<file path="src/rtl/lsbx_pkg.sv">
// Package of the LSB hidden-data extractor: parse phases, result kinds,
// register indexes, reset values and the result and parser output structs.
// No dependencies; every other file of the block depends on it.
package lsbx_pkg;

   localparam int unsigned CsrIndexWidth = 2;
   localparam int unsigned CsrDataWidth  = 8;

   localparam logic [CsrIndexWidth-1:0] CSR_HEADER_LENGTH = 2'd0;
   localparam logic [CsrIndexWidth-1:0] CSR_MAGIC_FIRST   = 2'd1;
   localparam logic [CsrIndexWidth-1:0] CSR_MAGIC_SECOND  = 2'd2;

   localparam logic [7:0] HeaderLengthReset = 8'd54;
   localparam logic [7:0] MagicFirstReset   = 8'd35;
   localparam logic [7:0] MagicSecondReset  = 8'd42;

   localparam logic [31:0] ExtLenMin = 32'd2;
   localparam logic [31:0] ExtLenMax = 32'd4;

   typedef enum logic [2:0] {
      PH_HEADER,
      PH_MAGIC,
      PH_EXT_LEN,
      PH_EXT,
      PH_PAY_LEN,
      PH_PAY,
      PH_DONE
   } phase_type;

   typedef enum logic [2:0] {
      KIND_EXT,
      KIND_PAY,
      KIND_BAD_MAGIC,
      KIND_BAD_EXT_LEN,
      KIND_EMPTY
   } kind_type;

   typedef struct packed {
      logic [7:0] hidden_byte;
      kind_type   item_kind;
      logic       is_last;
   } result_type;

   typedef struct packed {
      logic       emit;
      result_type result;
   } parse_out_type;

endpackage

</file>
<file path="src/rtl/lsbx_ifs.sv">
// Channel interfaces of the LSB hidden-data extractor: image byte requests
// and recovered result transactions. Depends on lsbx_pkg for the kind type.
interface lsbx_req_if;
   logic       valid;
   logic       ready;
   logic [7:0] image_byte;
   logic       file_start;

   modport source (output valid, output image_byte, output file_start, input ready);
   modport sink   (input valid, input image_byte, input file_start, output ready);
endinterface

interface lsbx_rsp_if;
   logic              valid;
   logic              ready;
   logic [7:0]        hidden_byte;
   lsbx_pkg::kind_type item_kind;
   logic              is_last;

   modport source (output valid, output hidden_byte, output item_kind, output is_last,
                   input ready);
   modport sink   (input valid, input hidden_byte, input item_kind, input is_last,
                   output ready);
endinterface

</file>
<file path="src/rtl/lsb_stego_bmp_extractor.sv">
// Top level of the LSB hidden-data extractor: configuration registers,
// input register, result register and the parser. Depends on lsbx_pkg,
// lsbx_ifs and lsbx_parser.
//
// Image file bytes arrive on the req channel, one per transaction, with
// file_start set on the first byte of each file. Recovered bytes and status
// results leave on the rsp channel as transactions carrying hidden_byte,
// item_kind and is_last. Most image bytes produce no result.
// Registers are written through the csr port (write enable, index, data);
// the user is to write them only while the block is idle, which the block
// itself does not enforce; an index beyond the register list is ignored.
// An accepted byte is held in the input register, parsed from there, and its
// result, if any, is registered onto rsp. One byte is taken every cycle
// while rsp flows. If the receiver holds rsp.ready low, the waiting result
// stays in the result register and one further byte may enter the input
// register; after that req.ready falls until the result is taken.
// Reset clears the parse state, empties both registers and restores the
// registers to a header length of 54 and magic bytes 35 and 42.
module lsb_stego_bmp_extractor (
   input  logic                              clock,
   input  logic                              reset,
   lsbx_req_if.sink                          req,
   lsbx_rsp_if.source                        rsp,
   input  logic                              csr_we,
   input  logic [lsbx_pkg::CsrIndexWidth-1:0] csr_index,
   input  logic [lsbx_pkg::CsrDataWidth-1:0]  csr_wdata
);
   import lsbx_pkg::*;

   logic [7:0]    header_length_ff;
   logic [7:0]    magic_first_ff;
   logic [7:0]    magic_second_ff;

   logic          in_valid_ff;
   logic [7:0]    in_byte_ff;
   logic          in_start_ff;
   logic          out_valid_ff;
   result_type    out_result_ff;

   logic          advance;
   parse_out_type parse_out;

   always_ff @(posedge clock) begin
      if (reset) begin
         header_length_ff <= HeaderLengthReset;
         magic_first_ff   <= MagicFirstReset;
         magic_second_ff  <= MagicSecondReset;
      end else if (csr_we) begin
         unique case (csr_index)
            CSR_HEADER_LENGTH: header_length_ff <= csr_wdata;
            CSR_MAGIC_FIRST:   magic_first_ff   <= csr_wdata;
            CSR_MAGIC_SECOND:  magic_second_ff  <= csr_wdata;
            default: begin
            end
         endcase
      end
   end

   assign advance   = in_valid_ff && (!out_valid_ff || rsp.ready);
   assign req.ready = !in_valid_ff || advance;

   always_ff @(posedge clock) begin
      if (reset) begin
         in_valid_ff <= 1'b0;
      end else if (req.ready) begin
         in_valid_ff <= req.valid;
      end
   end

   always_ff @(posedge clock) begin
      if (req.valid && req.ready) begin
         in_byte_ff  <= req.image_byte;
         in_start_ff <= req.file_start;
      end
   end

   lsbx_parser u_parser (
      .clock         (clock),
      .reset         (reset),
      .step          (advance),
      .image_byte    (in_byte_ff),
      .file_start    (in_start_ff),
      .header_length (header_length_ff),
      .magic_first   (magic_first_ff),
      .magic_second  (magic_second_ff),
      .parse_out     (parse_out)
   );

   always_ff @(posedge clock) begin
      if (reset) begin
         out_valid_ff <= 1'b0;
      end else if (advance) begin
         out_valid_ff <= parse_out.emit;
      end else if (rsp.ready) begin
         out_valid_ff <= 1'b0;
      end
   end

   always_ff @(posedge clock) begin
      if (advance && parse_out.emit) begin
         out_result_ff <= parse_out.result;
      end
   end

   assign rsp.valid       = out_valid_ff;
   assign rsp.hidden_byte = out_result_ff.hidden_byte;
   assign rsp.item_kind   = out_result_ff.item_kind;
   assign rsp.is_last     = out_result_ff.is_last;

   a_stall_only_when_full: assert property (@(posedge clock) disable iff (reset)
      !req.ready |-> in_valid_ff && out_valid_ff && !rsp.ready)
      else $error("Input stalled while a register was free.");

   a_status_is_last: assert property (@(posedge clock) disable iff (reset)
      out_valid_ff && (out_result_ff.item_kind == KIND_BAD_MAGIC ||
                       out_result_ff.item_kind == KIND_BAD_EXT_LEN ||
                       out_result_ff.item_kind == KIND_EMPTY)
      |-> out_result_ff.is_last && out_result_ff.hidden_byte == 8'd0)
      else $error("Status result without end mark or with a non-zero byte.");

   a_ext_not_last: assert property (@(posedge clock) disable iff (reset)
      out_valid_ff && out_result_ff.item_kind == KIND_EXT |-> !out_result_ff.is_last)
      else $error("Extension byte marked as last.");

endmodule

</file>
<file path="src/rtl/lsbx_parser.sv">
// Parse state of the LSB hidden-data extractor: header skip, bit gathering,
// magic check, length fields and byte counting. Depends on lsbx_pkg.
module lsbx_parser (
   input  logic                    clock,
   input  logic                    reset,
   input  logic                    step,
   input  logic [7:0]              image_byte,
   input  logic                    file_start,
   input  logic [7:0]              header_length,
   input  logic [7:0]              magic_first,
   input  logic [7:0]              magic_second,
   output lsbx_pkg::parse_out_type parse_out
);
   import lsbx_pkg::*;

   phase_type   phase_ff, phase_in;
   logic [7:0]  header_count_ff, header_count_in;
   logic [2:0]  bit_count_ff, bit_count_in;
   logic [7:0]  bit_shifter_ff, bit_shifter_in;
   logic [1:0]  field_index_ff, field_index_in;
   logic [31:0] length_acc_ff, length_acc_in;
   logic [31:0] remaining_ff, remaining_in;
   logic [7:0]  first_magic_ff, first_magic_in;

   always_comb begin
      logic        go;
      logic        length_done;
      logic [7:0]  hidden;
      logic [31:0] placed;

      phase_in        = phase_ff;
      header_count_in = header_count_ff;
      bit_count_in    = bit_count_ff;
      bit_shifter_in  = bit_shifter_ff;
      field_index_in  = field_index_ff;
      length_acc_in   = length_acc_ff;
      remaining_in    = remaining_ff;
      first_magic_in  = first_magic_ff;
      parse_out       = '0;
      go              = 1'b0;
      length_done     = 1'b0;
      hidden          = '0;
      placed          = '0;

      if (file_start) begin
         phase_in        = PH_HEADER;
         header_count_in = '0;
         bit_count_in    = '0;
         bit_shifter_in  = '0;
         field_index_in  = '0;
         length_acc_in   = '0;
         remaining_in    = '0;
         first_magic_in  = '0;
      end

      if (phase_in != PH_DONE) begin
         go = 1'b1;
         if (phase_in == PH_HEADER) begin
            if (header_count_in < header_length) begin
               header_count_in = header_count_in + 8'd1;
               go = 1'b0;
            end else begin
               phase_in       = PH_MAGIC;
               field_index_in = '0;
            end
         end
      end

      if (go) begin
         hidden = {bit_shifter_in[6:0], image_byte[0]};
         if (bit_count_in != 3'd7) begin
            bit_count_in   = bit_count_in + 3'd1;
            bit_shifter_in = hidden;
            go = 1'b0;
         end else begin
            bit_count_in   = '0;
            bit_shifter_in = '0;
         end
      end

      if (go) begin
         placed = {24'd0, hidden} << {field_index_in, 3'b000};
         if (phase_in == PH_EXT_LEN || phase_in == PH_PAY_LEN) begin
            length_acc_in = length_acc_in | placed;
            length_done   = (field_index_in == 2'd3);
            field_index_in = field_index_in + 2'd1;
         end
         unique case (phase_in)
            PH_MAGIC: begin
               if (field_index_in == 2'd0) begin
                  first_magic_in = hidden;
                  field_index_in = 2'd1;
               end else begin
                  field_index_in = 2'd0;
                  if (first_magic_in == magic_first && hidden == magic_second) begin
                     phase_in      = PH_EXT_LEN;
                     length_acc_in = '0;
                  end else begin
                     phase_in = PH_DONE;
                     parse_out.emit = 1'b1;
                     parse_out.result.item_kind = KIND_BAD_MAGIC;
                     parse_out.result.is_last = 1'b1;
                  end
               end
            end
            PH_EXT_LEN: begin
               if (length_done) begin
                  if (length_acc_in < ExtLenMin || length_acc_in > ExtLenMax) begin
                     phase_in = PH_DONE;
                     parse_out.emit = 1'b1;
                     parse_out.result.item_kind = KIND_BAD_EXT_LEN;
                     parse_out.result.is_last = 1'b1;
                  end else begin
                     remaining_in  = length_acc_in;
                     length_acc_in = '0;
                     phase_in      = PH_EXT;
                  end
               end
            end
            PH_EXT: begin
               remaining_in = remaining_in - 32'd1;
               if (remaining_in == '0) begin
                  phase_in = PH_PAY_LEN;
               end
               parse_out.emit = 1'b1;
               parse_out.result.hidden_byte = hidden;
               parse_out.result.item_kind = KIND_EXT;
            end
            PH_PAY_LEN: begin
               if (length_done) begin
                  if (length_acc_in == '0) begin
                     phase_in = PH_DONE;
                     parse_out.emit = 1'b1;
                     parse_out.result.item_kind = KIND_EMPTY;
                     parse_out.result.is_last = 1'b1;
                  end else begin
                     remaining_in  = length_acc_in;
                     length_acc_in = '0;
                     phase_in      = PH_PAY;
                  end
               end
            end
            PH_PAY: begin
               remaining_in = remaining_in - 32'd1;
               parse_out.emit = 1'b1;
               parse_out.result.hidden_byte = hidden;
               parse_out.result.item_kind = KIND_PAY;
               if (remaining_in == '0) begin
                  phase_in = PH_DONE;
                  parse_out.result.is_last = 1'b1;
               end
            end
            default: begin
            end
         endcase
      end
   end

   always_ff @(posedge clock) begin
      if (reset) begin
         phase_ff        <= PH_HEADER;
         header_count_ff <= '0;
         bit_count_ff    <= '0;
         bit_shifter_ff  <= '0;
         field_index_ff  <= '0;
         length_acc_ff   <= '0;
         remaining_ff    <= '0;
         first_magic_ff  <= '0;
      end else if (step) begin
         phase_ff        <= phase_in;
         header_count_ff <= header_count_in;
         bit_count_ff    <= bit_count_in;
         bit_shifter_ff  <= bit_shifter_in;
         field_index_ff  <= field_index_in;
         length_acc_ff   <= length_acc_in;
         remaining_ff    <= remaining_in;
         first_magic_ff  <= first_magic_in;
      end
   end

endmodule
</file>
<file path="src/flat_wrapper.sv">
// flat-port wrapper written by rule: the top's interface ports become plain ports
module lsb_stego_bmp_extractor_flat import lsbx_pkg::*;
  (clock, reset, csr_we, csr_index, csr_wdata, req_valid, req_image_byte, req_file_start, req_ready, rsp_valid, rsp_hidden_byte, rsp_item_kind, rsp_is_last, rsp_ready);
  lsbx_req_if req_i ();
  lsbx_rsp_if rsp_i ();
  input  logic clock;
  input  logic reset;
  input  logic csr_we;
  input  logic [lsbx_pkg::CsrIndexWidth-1:0] csr_index;
  input  logic [lsbx_pkg::CsrDataWidth-1:0] csr_wdata;
  input wire logic [$bits(req_i.valid)-1:0] req_valid;
  input wire logic [$bits(req_i.image_byte)-1:0] req_image_byte;
  input wire logic [$bits(req_i.file_start)-1:0] req_file_start;
  output wire logic [$bits(req_i.ready)-1:0] req_ready;
  output wire logic [$bits(rsp_i.valid)-1:0] rsp_valid;
  output wire logic [$bits(rsp_i.hidden_byte)-1:0] rsp_hidden_byte;
  output wire logic [$bits(rsp_i.item_kind)-1:0] rsp_item_kind;
  output wire logic [$bits(rsp_i.is_last)-1:0] rsp_is_last;
  input wire logic [$bits(rsp_i.ready)-1:0] rsp_ready;
  assign req_i.valid = req_valid;
  assign req_i.image_byte = req_image_byte;
  assign req_i.file_start = req_file_start;
  assign req_ready = req_i.ready;
  assign rsp_valid = rsp_i.valid;
  assign rsp_hidden_byte = rsp_i.hidden_byte;
  assign rsp_item_kind = rsp_i.item_kind;
  assign rsp_is_last = rsp_i.is_last;
  assign rsp_i.ready = rsp_ready;
  lsb_stego_bmp_extractor u_core (.clock(clock), .reset(reset), .req(req_i), .rsp(rsp_i), .csr_we(csr_we), .csr_index(csr_index), .csr_wdata(csr_wdata));
endmodule
</file>
<file path="config.mk">
export PLATFORM = sky130hd
export DESIGN_NAME = lsb_stego_bmp_extractor_flat
export DESIGN_NICKNAME = d
export VERILOG_FILES = /design/src/rtl/lsbx_pkg.sv /design/src/rtl/lsbx_ifs.sv /design/src/rtl/lsb_stego_bmp_extractor.sv /design/src/rtl/lsbx_parser.sv /design/src/flat_wrapper.sv
export SDC_FILE = /design/constraint.sdc
export NUM_CORES = 1
export LEC_CHECK = 0
export BUFFER_PORTS_ARGS = -buffer_cell sky130_fd_sc_hd__buf_2
export CORE_MARGIN = 2
export CORE_UTILIZATION = 60
export CTS_CLUSTER_DIAMETER = 50
export CTS_CLUSTER_SIZE = 8
export DETAILED_ROUTE_END_ITERATION = 8
export GPL_TIMING_DRIVEN = 0
export PLACE_DENSITY = 0.78
export SETUP_SLACK_MARGIN = 0.02
export SLEW_MARGIN = 20
export SYNTH_ARGS = -nofsm -noshare
export SYNTH_HDL_FRONTEND = slang
export SYNTH_SLANG_ARGS = --single-unit
</file>
<file path="constraint.sdc">
create_clock -name clock -period 6.4 [get_ports clock]
set_input_delay 0.32 -clock clock [delete_from_list [all_inputs] [get_ports clock]]
set_output_delay 0.32 -clock clock [all_outputs]
set_load 0.005 [all_outputs]
</file>
==> flow_summary.json, run 1 <==
{
  "core_area_um2": 13930,
  "grt_overflow_total": 0,
  "antenna_found_initial": 1,
  "p_per_area_nw_per_um2": 216.8,
  "ctsHoldBuffers": 0,
  "max-cap-violations": 0,
  "num_rows": 43,
  "cts_tree": "done",
  "final_common_cell": "nor2_1",
  "grt_max_degree": 20,
  "cts_sinks": 135,
  "instances_no_fill": 1347,
  "fillers": 1223,
  "totalWireLength_mm": 35.46,
  "final_layout_size_suffix_gt1_share_pct": 8.912,
  "fp.dieH_um": 123.5,
  "path_clk_slew_ps": 60,
  "drt_iter0_markers": 2075,
  "synth_seq_area_share_pct": 33.17,
  "path_class": "register to register",
  "netlist_area_um2": 8569,
  "avgSynthCellArea_um2": 7.727,
  "vias_per_cell": 7.402,
  "max_slew.worst_pin.slew_ps": 1261,
  "fin_skew_ps": 6.772,
  "setup-tns-final_ps": 0,
  "area.growth.synth_to_final_pct": 11.88,
  "synth_edf_count": 14,
  "cts_setup_buffers": 0,
  "drc": 0,
  "max-slew-margin-rel_pct": 15.42,
  "initial_core_util_pct": 61.50,
  "finalCritPeriodShare_pct": 96.50,
  "cts_root_buf": "clkbuf_16",
  "finalSetupViolations": 0,
  "layout_common_cells": "nor2_1, dfxtp_1, nand2_1",
  "whs_path_depth": 1,
  "place_inst": 1319,
  "arrival_ps": 6480,
  "ys_types": 82,
  "syn_inst": 1109,
  "finalMaxSlewViolations": 0,
  "path_max_fanout": 19,
  "status": "finished, final reports clean",
  "reg2reg_depth": 19,
  "crit_slowest_cell": "clkbuf_2",
  "rsz0062_at_grt": "false",
  "grtUsageTotal_pct": 47.19,
  "ios": 38,
  "timing.final.crit_period_ps": 6176,
  "cts_max_level": 4,
  "hpwl_mm": 25.95,
  "ff2ff_setup_slack_ps": 220,
  "synth.net_count": 1145,
  "cp-end-kind": "register",
  "max_freq_ghz": 0.1619,
  "required_ps": 6700,
  "num_vias": 9970,
  "hp-class": "input pin to register",
  "layout.nets": 1191,
  "num_antenna_cells": 0,
  "hold_violations": 0,
  "die_w_um": 123.5,
  "place_congestion": 1.105,
  "ys.flop_type": "dfxtp_1",
  "synth.ff_latch_count": 135,
  "grt_pass1_vias": 8963,
  "postRouteAntennaNets": 0,
  "numCtsBuffers": 17,
  "ir_drop_uv": 181.6,
  "insertion_delay_ps": 440,
  "power_mw": 2.079,
  "clk_path_buf_depth": 2,
  "worst_setup_path_start_kind": "register",
  "port_buffers": 29,
  "async_reset_ff_share_pct": 0,
  "yosysWarnings": 0,
  "wl_per_cell_um": 26.32,
  "cpPeakStageDelay_ps": 460,
  "cts_resized": 6,
  "drtPass1Iterations": 8,
  "crit_path_cell_trace": "buf_2 > clkbuf_4 > clkbuf_2 > buf_4 > clkbuf_2 > nor2b_1 > ha_1 > and2_1 > mux2_2 > a21o_1 > a21o_1 > a211oi_1 > ha_1 > o21ai_0 > o311ai_0 > nor3_1 > o21ai_1 > a22oi_1 > nor2_1",
  "grt_pass1_wl_mm": 52.99,
  "p_leak_nw": 3.499,
  "dieArea_um2": 15250
}
[final cells by class]
class / count / area [um^2] / area share [%]
plain buffers: 81 / 352.8 / 3.680
clock buffers: 17 / 425.4 / 4.437
clock inverters: 14 / 196.4 / 2.049
inverters: 24 / 90.09 / 0.9396
multi-input cells: 866 / 5305 / 55.33
flip-flops and latches: 135 / 2843 / 29.65
well taps: 180 / 225.2 / 2.349
repair buffers: 30 / 150.1 / 1.566
[routing by layer]
metal	wire, um	vias to the layer above	GRT usage (%)
met3	5911	205	16.88
met2	13980	980	65.18
met5	0	-	0
met4	2213	0	27.20
met1	13350	4542	62.94
li1	-	4243	-
[synth_stat cells (6+ instances only)]
library cell / number / area (um^2)
a211o_1: 12 / 105.1
a211oi_1: 8 / 60.06
a21o_1: 6 / 45.04
a21oi_1: 96 / 480.5
a22o_1: 12 / 105.1
a22oi_1: 16 / 120.1
a311oi_1: 10 / 87.58
a31oi_1: 17 / 106.4
a32o_1: 15 / 150.1
a32oi_1: 9 / 78.83
a41oi_1: 8 / 70.07
and2_1: 9 / 56.30
and3_1: 17 / 106.4
buf_1: 9 / 33.78
clkbuf_1: 64 / 240.2
dfxtp_1: 121 / 2422
edfxtp_1: 14 / 420.4
ha_1: 12 / 150.1
inv_1: 24 / 90.09
mux2i_1: 9 / 90.09
nand2_1: 103 / 386.6
nand2b_1: 6 / 37.54
nand3_1: 23 / 115.1
nand3b_1: 7 / 52.55
nand4_1: 9 / 56.30
nor2_1: 143 / 536.8
nor2b_1: 30 / 187.7
nor3_1: 30 / 150.1
nor4_1: 23 / 143.9
nor4bb_1: 6 / 60.06
o211ai_1: 9 / 67.56
o21a_1: 6 / 45.04
o21ai_0: 56 / 280.3
o22ai_1: 8 / 50.05
o31ai_1: 11 / 82.58
o32ai_1: 9 / 78.83
or2_2: 7 / 43.79
or3_1: 10 / 62.56
xnor2_1: 19 / 166.4
xor2_1: 11 / 96.34
[critical path: cells and delay by family (launching register included)]
kind / cells / cell delay [ps]
AO/OA/AOI/OAI: 7 / 2250
adder cells (fa/ha/maj): 2 / 620
buffers and inverters: 5 / 1860
multiplexers: 1 / 290
flip-flops: 1 / 310
AND/OR/NAND/NOR: 4 / 680
[path summary, 6_finish.rpt]
path | end | from
setup / recovery | u_core.u_parser.first_magic_ff[3] | u_core.in_start_ff
hold / removal | u_core.in_byte_ff[0] | req_image_byte[0]
setup reg to reg | u_core.u_parser.first_magic_ff[3] | u_core.in_start_ff
hold reg to reg | u_core.u_parser.length_acc_ff[0] | u_core.u_parser.length_acc_ff[0]
[flip-flops by register name, indices dropped and copies added, names as in the netlist, 7 cells and up]
name and flops:
u_core.rsp.hidden_byte 8, u_core.magic_first_ff 8, u_core.u_parser.length_acc_ff 32, u_core.u_parser.first_magic_ff 8, u_core.u_parser.remaining_ff 32, u_core.magic_second_ff 8
u_core.u_parser.bit_shifter_ff 7, u_core.header_length_ff 8, u_core.u_parser.header_count_ff 8
[report_power, final]
group          internal [mW]  total [mW]  switching, mW
clock                  0.654        1.07          0.415
combinational         0.0339       0.141          0.107
sequential             0.862       0.869        0.00744
[metrics by stage]
stage          setup slack [ps]  cell area (um^2)  hold WS (ps)  utilization, %
6_report                  224.1              9588         60.04           68.81
5_1_grt                   47.24              9588         55.00           68.81
4_1_cts                   92.40              9580         64.74           68.75
3_5_place_dp              -1664              8950         438.7           64.23
3_3_place_gp              -1649              8940         437.2           64.16
2_1_floorplan             931.7              8569         418.9               -
[logic make-up after synthesis]
group / synth area share, %
AOI/OAI and AO/OA: 29.32
xor gates and xnor gates: 3.066
adders and majority gates: 1.752
buffers and inverters: 5.198
DFF: 33.17
muxes: 1.314
and+or+nand+nor: 26.18
Note: power is estimated with default switching activity, not from simulation.
==> run 2: changes to the inputs <==
--- a/config.mk
+++ b/config.mk
@@ -7,12 +7,11 @@
 export LEC_CHECK = 0
 export BUFFER_PORTS_ARGS = -buffer_cell sky130_fd_sc_hd__buf_2
 export CORE_MARGIN = 2
-export CORE_UTILIZATION = 60
+export CORE_UTILIZATION = 45
 export CTS_CLUSTER_DIAMETER = 50
 export CTS_CLUSTER_SIZE = 8
 export DETAILED_ROUTE_END_ITERATION = 8
 export GPL_TIMING_DRIVEN = 0
-export PLACE_DENSITY = 0.78
 export SETUP_SLACK_MARGIN = 0.02
 export SLEW_MARGIN = 20
 export SYNTH_ARGS = -nofsm -noshare
==> run 2 against run 1 <==
Global-route usage is 8.9 points lower. Critical endpoint is now u_core.u_parser.remaining_ff[3]. Non-clock buffer count stayed put. Core utilization is 17 points lower. Largest power group unchanged. Maximum frequency is 1.2% lower. Total power is 5.3% lower. Critical path depth is 1 higher. Largest cell class unchanged. Count of clock-buffer cells in the layout is 1 higher. Sequential power hardly changed.
==> flow_summary.json, run 2 (same netlist as run 1, synthesis figures left out) <==
{
  "final_layout_size_suffix_gt1_share_pct": 9.075,
  "path_delay_family": "buffers and inverters",
  "status": "finished, final reports clean",
  "max_freq_ghz": 0.1599,
  "max-slew-margin-rel_pct": 21.43,
  "wl_per_cell_um": 27.40,
  "dr_wl_met3_mm": 4.584,
  "drtPass1Iterations": 6,
  "vias_per_cell": 6.823,
  "worst_slack_ps": 147.2,
  "place_congestion": 1.029,
  "path_class": "register to register",
  "grt_max_degree": 29,
  "postRouteAntennaNets": 0,
  "dieArea_um2": 20160,
  "max_slew.worst_pin.slew_ps": 1174,
  "area.growth.synth_to_final_pct": 12.02,
  "cpPeakStageDelay_ps": 500,
  "final_area_um2": 9599,
  "hold_violations": 0,
  "multiInputGateArea_um2": 5313,
  "drt_iter0_markers": 1451,
  "path_clk_slew_ps": 70,
  "clk_path_buf_depth": 2,
  "num_vias": 9572,
  "num_rows": 50,
  "m1WireLength_mm": 16.69,
  "fin_skew_ps": 11.47,
  "layout_common_cells": "nor2_1, dfxtp_1, nand2_1",
  "arrival_ps": 6570,
  "p_per_area_nw_per_um2": 205.2,
  "wl_met2_mm": 15.28,
  "rsz0062_at_grt": "false",
  "hpwl_mm": 28.26,
  "max-cap-violations": 0,
  "antenna_found_initial": 0,
  "core_area_um2": 18710,
  "fp.dieH_um": 142.0,
  "numCtsBuffers": 17,
  "placed_cell_area_um2": 9017,
  "seqCellArea_um2": 2843,
  "cts_tree": "done",
  "layout.nets": 1191,
  "insertion_delay_ps": 450,
  "cp-end-kind": "register",
  "finalSetupViolations": 0,
  "totalWireLength_mm": 38.45,
  "ctsHoldBuffers": 0,
  "crit_slowest_cell": "a311oi_1",
  "hp-class": "input pin to register",
  "finalMaxSlewViolations": 0,
  "ios": 38,
  "top_regs": "u_core.u_parser.length_acc_ff (32), u_core.u_parser.remaining_ff (32)",
  "cts_max_level": 4,
  "required_ps": 6710,
  "port_buffers": 29,
  "crit_path_cell_trace": "buf_2 > buf_4 > buf_4 > clkbuf_2 > buf_2 > nor2b_1 > ha_1 > and2_1 > mux2_2 > a21o_1 > a21o_1 > a211oi_2 > ha_1 > nand2_1 > nor2_1 > a32o_1 > buf_6 > clkbuf_2 > o21ai_0 > a311oi_1",
  "fillers": 1836,
  "timing.final.crit_period_ps": 6253,
  "dp_slack_ps": -2074,
  "grt_pass1_vias": 8683,
  "cts_sinks": 135,
  "worst_setup_path_start_kind": "register",
  "p_leak_nw": 3.469,
  "finalCritPeriodShare_pct": 97.70,
  "initial_core_util_pct": 45.81,
  "die_w_um": 142.0,
  "cts_root_buf": "clkbuf_16",
  "holdWs_ps": 55.28,
  "ir_drop_uv": 180.0,
  "critPathBufInv": 7,
  "top_layer": "met4",
  "power_mw": 1.970,
  "path_max_fanout": 28,
  "grt_overflow_total": 0,
  "grt_pass1_wl_mm": 56.86,
  "final_common_cell": "nor2_1",
  "drc": 0,
  "grtUsageTotal_pct": 38.33
}
[run 2: what timing repair did]
item,CTS,global route
buffers inserted,0,0
endpoints found under the setup margin,120,29
resized for setup,4,7
[run 2: cell type report]
type | instances | area share [%]
clock inverters | 14 | 1.212
repair buffers | 30 | 1.564
well taps | 234 | 3.050
diodes | 1 | 0.02607
inverters | 24 | 0.9385
multi-input cells | 866 | 55.34
clock buffers | 18 | 4.575
plain buffers | 81 | 3.676
flip-flops and latches | 135 | 29.61
[run 2: metal layers]
layer	track usage (%)	vias up
met5	0	-
met4	16.79	0
met3	11.41	153
met2	53.67	651
met1	54.25	4504
li1	-	4264
[run 2: path summary, 6_finish.rpt]
kind,slack [ps],cells past startpoint,end,startpoint
setup / recovery,150,20,u_core.u_parser.remaining_ff[3],u_core.in_start_ff
hold / removal,60,1,u_core.in_byte_ff[0],req_image_byte[0]
setup reg to reg,150,20,u_core.u_parser.remaining_ff[3],u_core.in_start_ff
hold reg to reg,460,2,u_core.u_parser.length_acc_ff[0],u_core.u_parser.length_acc_ff[0]
[run 2: metrics by stage]
step	utilization, %	instances	setup TNS, ps
6_report	51.32	1403	0
5_1_grt	51.30	1402	0
4_1_cts	51.16	1402	0
3_5_place_dp	48.21	1373	-148500
3_3_place_gp	48.15	1372	-154260
2_1_floorplan	-	1109	0
[run 2: power breakdown]
part	internal, mW	total (mW)	switching (mW)
clock	0.514	0.955	0.441
sequential	0.861	0.869	0.00750
combinational	0.0338	0.146	0.112
